[config.mk]
export PLATFORM = sky130hd
export DESIGN_NAME = form_urlencoded_decoder
export DESIGN_NICKNAME = d
export VERILOG_FILES = /design/src/fud_pkg.sv /design/src/fud_step.sv /design/src/fud_outq.sv /design/src/form_urlencoded_decoder.sv
export SDC_FILE = /design/constraint.sdc
export NUM_CORES = 1
export LEC_CHECK = 0
export BUFFER_PORTS_ARGS = -buffer_cell sky130_fd_sc_hd__buf_2
export CAP_MARGIN = 20
export CORE_MARGIN = 1.5
export CORE_UTILIZATION = 45
export DETAILED_ROUTE_END_ITERATION = 16
export PLACE_DENSITY = 0.7
export SYNTH_ARGS = -nofsm -noshare
export SYNTH_HDL_FRONTEND = slang
export SYNTH_SLANG_ARGS = --single-unit
[constraint.sdc]
create_clock -name clk -period 8.73 [get_ports clk]
set_input_delay 1.3095 -clock clk [delete_from_list [all_inputs] [get_ports clk]]
set_output_delay 1.3095 -clock clk [all_outputs]
set_load 0.05 [all_outputs]
[src/fud_pkg.sv]
`timescale 1ns / 1ps

package fud_pkg;

  // Result kinds as seen on out_kind.
  typedef enum logic [1:0] {
    KIND_KEY      = 2'd0,
    KIND_VALUE    = 2'd1,
    KIND_PAIR_END = 2'd2,
    KIND_BODY_END = 2'd3
  } kind_t;

  // Pair status as seen on out_pair_status.
  typedef enum logic [1:0] {
    ST_ACCEPTED    = 2'd0,
    ST_NO_EQUALS   = 2'd1,
    ST_EMPTY_KEY   = 2'd2,
    ST_OVER_BUDGET = 2'd3
  } stat_t;

  localparam logic [7:0] CH_AMP   = 8'h26;
  localparam logic [7:0] CH_EQ    = 8'h3D;
  localparam logic [7:0] CH_PCT   = 8'h25;
  localparam logic [7:0] CH_PLUS  = 8'h2B;
  localparam logic [7:0] CH_SPACE = 8'h20;

  localparam int unsigned MAX_RES = 4;

  typedef struct packed {
    logic [7:0] data;
    kind_t      kind;
    stat_t      status;
    logic       ok;
    logic       fin;
  } res_t;

  // Up to four results caused by one input beat, in delivery order.
  typedef struct packed {
    res_t [MAX_RES-1:0] ent;
    logic [2:0]         cnt;
  } grp_t;

  function automatic logic hex_ok(logic [7:0] c);
    return ((c >= 8'h30) && (c <= 8'h39)) ||
           ((c >= 8'h61) && (c <= 8'h66)) ||
           ((c >= 8'h41) && (c <= 8'h46));
  endfunction

  function automatic logic [3:0] hex_nib(logic [7:0] c);
    logic [7:0] t;
    if ((c >= 8'h61) && (c <= 8'h66)) begin
      t = c - 8'h57;
    end else if ((c >= 8'h41) && (c <= 8'h46)) begin
      t = c - 8'h37;
    end else begin
      t = c - 8'h30;
    end
    return t[3:0];
  endfunction

  function automatic res_t mk_res(logic [7:0] data, kind_t kind, stat_t status, logic ok);
    res_t r;
    r.data   = data;
    r.kind   = kind;
    r.status = status;
    r.ok     = ok;
    r.fin    = 1'b0;
    return r;
  endfunction

  function automatic grp_t grp_push(grp_t g, res_t r);
    grp_t o;
    o = g;
    if (g.cnt < 3'd4) begin
      o.ent[g.cnt[1:0]] = r;
      o.cnt = g.cnt + 3'd1;
    end
    return o;
  endfunction

endpackage

[src/fud_step.sv]
`timescale 1ns / 1ps

module fud_step #(
  parameter int CNT_W = 16
) (
  input  logic            clk,
  input  logic            rst_n,
  input  logic            adv,
  input  logic [7:0]      byte_i,
  input  logic            last_i,
  input  logic [15:0]     pair_limit,
  output fud_pkg::grp_t   grp
);

  localparam int CMP_W = (CNT_W > 16) ? CNT_W : 16;

  logic [1:0]       hc_r, hc_nxt;
  logic [7:0]       hch_r, hch_nxt;
  logic             inv_r, inv_nxt;
  logic             kne_r, kne_nxt;
  logic [CNT_W-1:0] acc_r, acc_nxt;
  logic             bx_r, bx_nxt;

  logic [CMP_W-1:0] acc_ext;
  logic [CMP_W-1:0] lim_ext;
  logic             over_limit;

  fud_pkg::grp_t    g;
  fud_pkg::stat_t   st;
  fud_pkg::kind_t   dkind;
  logic             done;
  logic [1:0]       last_idx;

  assign acc_ext    = CMP_W'(acc_r);
  assign lim_ext    = CMP_W'(pair_limit);
  assign over_limit = (pair_limit != 16'd0) && (acc_ext >= lim_ext);

  always_comb begin
    hc_nxt   = hc_r;
    hch_nxt  = hch_r;
    inv_nxt  = inv_r;
    kne_nxt  = kne_r;
    acc_nxt  = acc_r;
    bx_nxt   = bx_r;
    g        = '0;
    st       = fud_pkg::ST_ACCEPTED;
    done     = 1'b0;
    dkind    = inv_r ? fud_pkg::KIND_VALUE : fud_pkg::KIND_KEY;
    last_idx = 2'd0;

    if (!bx_r) begin
      if (byte_i == fud_pkg::CH_AMP) begin
        if (hc_nxt != 2'd0) begin
          g = fud_pkg::grp_push(g, fud_pkg::mk_res(fud_pkg::CH_PCT, dkind,
                                                   fud_pkg::ST_ACCEPTED, 1'b0));
        end
        if (hc_nxt == 2'd2) begin
          g = fud_pkg::grp_push(g, fud_pkg::mk_res(hch_nxt, dkind,
                                                   fud_pkg::ST_ACCEPTED, 1'b0));
        end
        hc_nxt = 2'd0;
        if (!inv_r) begin
          st = fud_pkg::ST_NO_EQUALS;
        end else if (!kne_r) begin
          st = fud_pkg::ST_EMPTY_KEY;
        end else begin
          st = fud_pkg::ST_ACCEPTED;
        end
        g = fud_pkg::grp_push(g, fud_pkg::mk_res(8'd0, fud_pkg::KIND_PAIR_END, st, 1'b0));
        if ((st == fud_pkg::ST_ACCEPTED) && (acc_r != {CNT_W{1'b1}})) begin
          acc_nxt = acc_r + CNT_W'(1);
        end
        inv_nxt = 1'b0;
        kne_nxt = 1'b0;
      end else if ((byte_i == fud_pkg::CH_EQ) && !inv_r) begin
        if (hc_nxt != 2'd0) begin
          g = fud_pkg::grp_push(g, fud_pkg::mk_res(fud_pkg::CH_PCT, dkind,
                                                   fud_pkg::ST_ACCEPTED, 1'b0));
        end
        if (hc_nxt == 2'd2) begin
          g = fud_pkg::grp_push(g, fud_pkg::mk_res(hch_nxt, dkind,
                                                   fud_pkg::ST_ACCEPTED, 1'b0));
        end
        hc_nxt = 2'd0;
        if (over_limit) begin
          bx_nxt = 1'b1;
          if (!last_i) begin
            g = fud_pkg::grp_push(g, fud_pkg::mk_res(8'd0, fud_pkg::KIND_PAIR_END,
                                                     fud_pkg::ST_OVER_BUDGET, 1'b0));
          end
        end else begin
          inv_nxt = 1'b1;
        end
      end else begin
        if (!inv_r) begin
          kne_nxt = 1'b1;
        end
        // A broken escape emits its literal bytes and then looks at the
        // current byte once more, so at most two passes are needed.
        for (int p = 0; p < 2; p++) begin
          if (!done) begin
            if (hc_nxt == 2'd0) begin
              if (byte_i == fud_pkg::CH_PCT) begin
                hc_nxt = 2'd1;
              end else if (byte_i == fud_pkg::CH_PLUS) begin
                g = fud_pkg::grp_push(g, fud_pkg::mk_res(fud_pkg::CH_SPACE, dkind,
                                                         fud_pkg::ST_ACCEPTED, 1'b0));
              end else begin
                g = fud_pkg::grp_push(g, fud_pkg::mk_res(byte_i, dkind,
                                                         fud_pkg::ST_ACCEPTED, 1'b0));
              end
              done = 1'b1;
            end else if (hc_nxt == 2'd1) begin
              if (fud_pkg::hex_ok(byte_i)) begin
                hch_nxt = byte_i;
                hc_nxt  = 2'd2;
                done    = 1'b1;
              end else begin
                g = fud_pkg::grp_push(g, fud_pkg::mk_res(fud_pkg::CH_PCT, dkind,
                                                         fud_pkg::ST_ACCEPTED, 1'b0));
                hc_nxt = 2'd0;
              end
            end else begin
              if (fud_pkg::hex_ok(byte_i)) begin
                g = fud_pkg::grp_push(g, fud_pkg::mk_res(
                      {fud_pkg::hex_nib(hch_nxt), fud_pkg::hex_nib(byte_i)}, dkind,
                      fud_pkg::ST_ACCEPTED, 1'b0));
                hc_nxt = 2'd0;
                done   = 1'b1;
              end else begin
                g = fud_pkg::grp_push(g, fud_pkg::mk_res(fud_pkg::CH_PCT, dkind,
                                                         fud_pkg::ST_ACCEPTED, 1'b0));
                g = fud_pkg::grp_push(g, fud_pkg::mk_res(hch_nxt, dkind,
                                                         fud_pkg::ST_ACCEPTED, 1'b0));
                hc_nxt = 2'd0;
              end
            end
          end
        end
      end
    end

    if (last_i) begin
      dkind = inv_nxt ? fud_pkg::KIND_VALUE : fud_pkg::KIND_KEY;
      if (!bx_nxt) begin
        if (hc_nxt != 2'd0) begin
          g = fud_pkg::grp_push(g, fud_pkg::mk_res(fud_pkg::CH_PCT, dkind,
                                                   fud_pkg::ST_ACCEPTED, 1'b0));
        end
        if (hc_nxt == 2'd2) begin
          g = fud_pkg::grp_push(g, fud_pkg::mk_res(hch_nxt, dkind,
                                                   fud_pkg::ST_ACCEPTED, 1'b0));
        end
      end
      if (bx_nxt) begin
        st = fud_pkg::ST_OVER_BUDGET;
      end else if (!inv_nxt) begin
        st = fud_pkg::ST_NO_EQUALS;
      end else if (!kne_nxt) begin
        st = fud_pkg::ST_EMPTY_KEY;
      end else begin
        st = fud_pkg::ST_ACCEPTED;
      end
      g = fud_pkg::grp_push(g, fud_pkg::mk_res(8'd0, fud_pkg::KIND_BODY_END, st, !bx_nxt));
      hc_nxt  = 2'd0;
      hch_nxt = 8'd0;
      inv_nxt = 1'b0;
      kne_nxt = 1'b0;
      acc_nxt = '0;
      bx_nxt  = 1'b0;
    end

    if (g.cnt != 3'd0) begin
      last_idx = g.cnt[1:0] - 2'd1;
      g.ent[last_idx].fin = 1'b1;
    end
  end

  assign grp = g;

  always_ff @(posedge clk) begin
    if (!rst_n) begin
      hc_r  <= 2'd0;
      hch_r <= 8'd0;
      inv_r <= 1'b0;
      kne_r <= 1'b0;
      acc_r <= '0;
      bx_r  <= 1'b0;
    end else if (adv) begin
      hc_r  <= hc_nxt;
      hch_r <= hch_nxt;
      inv_r <= inv_nxt;
      kne_r <= kne_nxt;
      acc_r <= acc_nxt;
      bx_r  <= bx_nxt;
    end
  end

endmodule

[src/fud_outq.sv]
`timescale 1ns / 1ps

module fud_outq (
  input  logic           clk,
  input  logic           rst_n,
  input  logic           load,
  input  fud_pkg::grp_t  grp_in,
  output logic           can_load,
  output logic           out_valid,
  input  logic           out_stall,
  output fud_pkg::res_t  head
);

  fud_pkg::res_t [fud_pkg::MAX_RES-1:0] ent_r, ent_nxt;
  logic [2:0]                           cnt_r, cnt_nxt;
  logic                                 pop;

  assign out_valid = (cnt_r != 3'd0);
  assign pop       = out_valid && !out_stall;
  assign can_load  = (cnt_r == 3'd0) || ((cnt_r == 3'd1) && pop);
  assign head      = ent_r[0];

  always_comb begin
    ent_nxt = ent_r;
    cnt_nxt = cnt_r;
    if (load) begin
      ent_nxt = grp_in.ent;
      cnt_nxt = grp_in.cnt;
    end else if (pop) begin
      for (int i = 0; i < fud_pkg::MAX_RES - 1; i++) begin
        ent_nxt[i] = ent_r[i+1];
      end
      ent_nxt[fud_pkg::MAX_RES-1] = '0;
      cnt_nxt = cnt_r - 3'd1;
    end
  end

  always_ff @(posedge clk) begin
    ent_r <= ent_nxt;
    if (!rst_n) begin
      cnt_r <= 3'd0;
    end else begin
      cnt_r <= cnt_nxt;
    end
  end

endmodule

[src/form_urlencoded_decoder.sv]
`timescale 1ns / 1ps

// Streaming application/x-www-form-urlencoded body parser. Each input beat
// carries one raw body byte and a flag for the final byte of the body. The
// output channel delivers decoded key bytes, value bytes, a status beat at the
// end of every pair that an '&' closes before the pair budget runs out, and
// one body-end beat whose status covers the final pair; the last beat caused
// by an input byte has out_final_result set. A byte enters an input register,
// from which the decode logic works out all its results at once and loads
// them into a four-entry result buffer that drains one beat per cycle unless
// out_stall is set. The input is taken every cycle while out_stall is low and
// each byte yields at most one result; a byte that yields more (up to four,
// for example a broken escape closed by '&' at the end of the body) holds the
// input until its last result leaves, since the result buffer only takes a
// new group when its last beat leaves. A byte that yields no result (a held
// '%' or hex digit, or a non-final byte once over budget) does not hold the
// input. cfg_pair_limit is the most accepted pairs per body (zero means no
// limit, 64 after reset); write it only while the block is idle.

module form_urlencoded_decoder #(
  parameter int PAIR_COUNT_BITS = 16
) (
  input  logic        clk,
  input  logic        rst_n,

  input  logic        cfg_wr_en,
  input  logic [15:0] cfg_pair_limit,

  input  logic        in_valid,
  output logic        in_stall,
  input  logic [7:0]  in_body_byte,
  input  logic        in_body_last,

  output logic        out_valid,
  input  logic        out_stall,
  output logic [7:0]  out_data_byte,
  output logic [1:0]  out_kind,
  output logic [1:0]  out_pair_status,
  output logic        out_body_ok,
  output logic        out_final_result
);

  // Pair budget register.
  logic [15:0] pair_limit_r;

  // Input register: holds one byte until the result buffer can take its group.
  logic        s1_valid_r, s1_valid_nxt;
  logic [7:0]  s1_byte_r;
  logic        s1_last_r;

  logic          accept;
  logic          advance;
  logic          can_load;
  fud_pkg::grp_t grp;
  fud_pkg::res_t head;

  assign advance  = s1_valid_r && can_load;
  assign in_stall = s1_valid_r && !can_load;
  assign accept   = in_valid && !in_stall;

  always_comb begin
    s1_valid_nxt = s1_valid_r;
    if (accept) begin
      s1_valid_nxt = 1'b1;
    end else if (advance) begin
      s1_valid_nxt = 1'b0;
    end
  end

  always_ff @(posedge clk) begin
    if (!rst_n) begin
      s1_valid_r   <= 1'b0;
      pair_limit_r <= 16'd64;
    end else begin
      s1_valid_r <= s1_valid_nxt;
      if (cfg_wr_en) begin
        pair_limit_r <= cfg_pair_limit;
      end
    end
  end

  // The payload only moves when a new beat is accepted, so it holds while the
  // register is stalled.
  always_ff @(posedge clk) begin
    if (accept) begin
      s1_byte_r <= in_body_byte;
      s1_last_r <= in_body_last;
    end
  end

  // Parser state and the decode of one byte into its result group.
  fud_step #(
    .CNT_W (PAIR_COUNT_BITS)
  ) u_step (
    .clk        (clk),
    .rst_n      (rst_n),
    .adv        (advance),
    .byte_i     (s1_byte_r),
    .last_i     (s1_last_r),
    .pair_limit (pair_limit_r),
    .grp        (grp)
  );

  // Result buffer: takes whole groups; one beat out per cycle unless stalled.
  fud_outq u_outq (
    .clk       (clk),
    .rst_n     (rst_n),
    .load      (advance),
    .grp_in    (grp),
    .can_load  (can_load),
    .out_valid (out_valid),
    .out_stall (out_stall),
    .head      (head)
  );

  assign out_data_byte    = head.data;
  assign out_kind         = head.kind;
  assign out_pair_status  = head.status;
  assign out_body_ok      = head.ok;
  assign out_final_result = head.fin;

endmodule

==> flow_metrics.tcl <==
set metrics [dict create \
    status "complete, no violations" \
    switching_power_w 0.000753 \
    worstSetupEndpointType "register" \
    synth_edf_count 65 \
    synth_top_cell_area_share 0.245 \
    netlist_top_cells_area "edfxtp_1 25%, dfxtp_1 12%, ha_1 7.1%, nor2_1 4.4%, nand2_1 4.2%" \
    die_y_um 136 \
    cap_violations 0 \
    yosys-top-cells-count "93 x nor2_1, 90 x nand2_1, 65 x edfxtp_1, 52 x o21ai_0, 49 x dfxtp_1" \
    clk_path_buf_depth 2 \
    drt-total-wl_um 24300 \
    cellPowerDensity_nw_per_um2 240 \
    post_cts_buffers 0 \
    rows 48 \
    viasPerCell 6.26 \
    cp-start-kind "register" \
    yosysMostFrequentCell "nor2_1" \
    grt_max_degree 66 \
    met1_length_um 10400 \
    syn_avg_cell_area_um2 8.77 \
    syn_to_final_growth_pct 10.8 \
    min_from "pair_limit_r[6]" \
    ctsHoldBuffers 0 \
    wl_per_cell_um 21.0 \
    gr-total-overflow 0 \
    yosys.cell_types.count 91 \
    clockRootBuffer "clkbuf_16" \
    yosysWarnings 0 \
    regArea_um2 2930 \
    highest_layer "met4" \
    fmax_mhz 159 \
    crit_slowest_cell "a311oi_1" \
    hp-class "reg -> reg" \
    antenna_found_initial 0 \
    critical_path_class "reg -> reg" \
    finalCriticalPeriod_ns 6.29 \
    finish.utilization 0.510 \
    power_frac_comb 0.280 \
    core_um2 17300 \
    gp_congestion 0.994 \
    dr.first_iter.drc_count 892 \
    ys_ff_latch 114 \
    final_nets 996 \
    p_sw_frac 0.356 \
    grt_pass1_vias 6858 \
    start_util 0.461 \
    slew_headroom 0.348 \
    finalCritPeriodShare 0.721 \
    clkPwrFrac 0.317 \
    p_leak_nw 3.42 \
    async_flop_share 0 \
    cts_buffers 17 \
    multi_input_comb_area_um2 4540 \
    dieArea_um2 18500 \
    worstReg2RegEnd "u_outq.ent_r[52]" \
    via_count 7256 \
    cts_resized 0 \
    cts_tree "built" \
    yosysSeqAreaShare 0.368 \
    intPower_w 0.00136 \
    worst_ep_required_time_ns 8.96 \
    worst_pin_slew_ns 0.972 \
    worstPathMaxFanout 20 \
    route.met2.wl_um 10500 \
    grt_util_all_layers 0.270 \
    r2r_setup_slack_ns 2.44 \
    synthesis.nets 983 \
    worstHoldPathCells 2 \
    rsz0062_at_grt "false" \
    peakVddDrop_mv 0.158 \
    slew_viol_final 0 \
    clk_pin_slew_ns 0.06 \
    clkLatencyLatePin_ns 0.42 \
    layout-drive-gt1-share 0.135 \
    skew_ns 0.00986 \
    whs_ns 0.516 \
    syn_area_um2 7970 \
    synthFlopType "edfxtp_1" \
    drtPass1Iterations 5 \
    r2r-start "s1_byte_r[0]" \
    met3_length_um 2420 \
    grt_pass1_wl_um 37800 \
    critPathMaxStageDelay_ns 0.60 \
    cp_top_family "compound AO/OA/AOI/OAI gates" \
    cts.sinks 114 \
    syn-instance-count 908 \
    ctsHtreeMaxLevel 4 \
    dieWidth_um 136 \
    ant_nets 0 \
    hpwlAfterDp_um 17800 \
    r2r_cells 23 \
    power.share.sequential 0.403 \
    holdPathEnd "pair_limit_r[6]" \
    ioPinCount 46 \
    cpMostUsedCell "ha_1" \
    diodes 0 \
    cp_num_buf_inv 4 \
    setup_viol 0 \
    tns_ns 0 \
    crit_chain "inv_1 > ha_1 > nor2_1 > o211ai_1 > a21oi_1 > buf_4 > o21ai_0 > buf_2 > nor2_1 > ha_1 > a211oi_1 > o21ai_0 > nor2_1 > inv_1 > ha_1 > a21o_1 > ha_1 > a21oi_1 > a311oi_1 > a21oi_1 > nand2_1 > nand2_1 > a221oi_1" \
    fillers 1663 \
    port_buffers 45 \
    yosys.area.top_type "edfxtp_1" \
    arrival_ns 6.52 \
    drt_drc_violations_left 0 \
    hold_violations 0 \
]
==> worst reg2reg max path, stage by stage, from the launching register on <==
cell	delay [ns]
edfxtp_1	0.53
inv_1	0.14
ha_1	0.31
nor2_1	0.16
o211ai_1	0.14
a21oi_1	0.19
buf_4	0.28
o21ai_0	0.18
buf_2	0.22
nor2_1	0.24
ha_1	0.29
a211oi_1	0.25
o21ai_0	0.23
nor2_1	0.31
inv_1	0.11
ha_1	0.33
a21o_1	0.17
ha_1	0.25
a21oi_1	0.13
a311oi_1	0.60
a21oi_1	0.27
nand2_1	0.29
nand2_1	0.21
a221oi_1	0.28
==> state kept, by name, indices dropped and copies added (netlist names) <==
| register | flops |
|---|---|
| u_outq.head | 14 |
| u_step.hc_r | 2 |
| u_step.acc_ext | 16 |
| u_step.kne_r | 1 |
| u_step.hch_r | 8 |
| u_outq.ent_r | 42 |
| u_step.bx_r | 1 |
| u_step.inv_r | 1 |
| s1_byte_r | 8 |
| s1_last_r | 1 |
| u_outq.cnt_r | 3 |
| pair_limit_r | 16 |
| s1_valid_r | 1 |
==> per-layer routing <==
| layer | global-route usage | vias up |
|---|---|---|
| li1 | - | 3373 |
| met1 | 0.354 | 3415 |
| met2 | 0.405 | 392 |
| met3 | 0.0790 | 76 |
| met4 | 0.134 | 0 |
| met5 | 0 | - |
==> cells in the final DEF (no fill, tap or decap), types with 9 or more instances in the layout <==
cell type	count
nor2_1	92
nand2_1	90
edfxtp_1	65
o21ai_0	52
dfxtp_1	49
a21oi_1	48
buf_2	46
inv_1	45
ha_1	45
nor2b_1	30
nand3_1	23
mux2i_1	23
clkbuf_16	19
a31oi_1	16
buf_4	14
a22oi_1	13
nand4_1	12
nor3_1	12
o211ai_1	11
a211oi_1	11
xor2_1	11
nor4_1	10
and2_1	9
xnor2_1	9
and3_1	9
==> worst max-delay path by stage <==
stage | startpoint | to | slack [ns] | cells after the start
floorplan | s1_byte_r[0] | u_outq.ent_r[14] | 3.22 | 26
global route | s1_byte_r[0] | u_outq.head[0] | 2.07 | 23
finish | s1_byte_r[0] | u_outq.ent_r[52] | 2.44 | 23
global placement | s1_byte_r[3] | u_outq.head[9] | 2.42 | 22
detailed placement | s1_byte_r[3] | u_outq.ent_r[52] | 2.12 | 20
CTS | s1_byte_r[3] | u_outq.ent_r[52] | 2.09 | 20
==> final cells by class <==
class / count / area share
sequential: 114 / 0.332
inverter: 45 / 0.0191
clock buffer: 22 / 0.0563
timing repair buffer: 60 / 0.0380
tap: 225 / 0.0319
clock inverter: 10 / 0.00780
multi-input combinational: 683 / 0.515
==> power groups by stage <==
stage / Combinational [W] / Sequential (W) / Clock, W
detailed placement: 0.000586 / 0.000865 / 0
finish: 0.000592 / 0.000853 / 0.000670
global placement: 0.000580 / 0.000860 / 0
CTS: 0.000588 / 0.000855 / 0.000676
floorplan: 0.000476 / 0.000858 / 0
global route: 0.000646 / 0.000871 / 0.000698
==> cells by family (layout without fill, tap and decap cells) <==
group,Yosys count,in the layout,share of synthesized area
DFF,114,114,0.368
AOI/OAI and AO/OA,258,258,0.233
xor gates and xnor gates,20,20,0.0220
buffers and inverters,111,137,0.0622
and+or+nand+nor,334,334,0.211
muxes,26,26,0.0331
adders and majority gates,45,45,0.0707
==> metrics by stage <==
step	setup slack [ns]	power, W	cell area (um^2)	std cells
3_5_place_dp	2.12	0.00145	8250	1125
3_3_place_gp	2.42	0.00144	8250	1125
5_1_grt	2.07	0.00221	8830	1159
2_1_floorplan	3.22	0.00133	7970	908
4_1_cts	2.09	0.00212	8810	1157
6_report	2.44	0.00211	8830	1159
No activity file was read; power rests on OpenSTA's default activity.
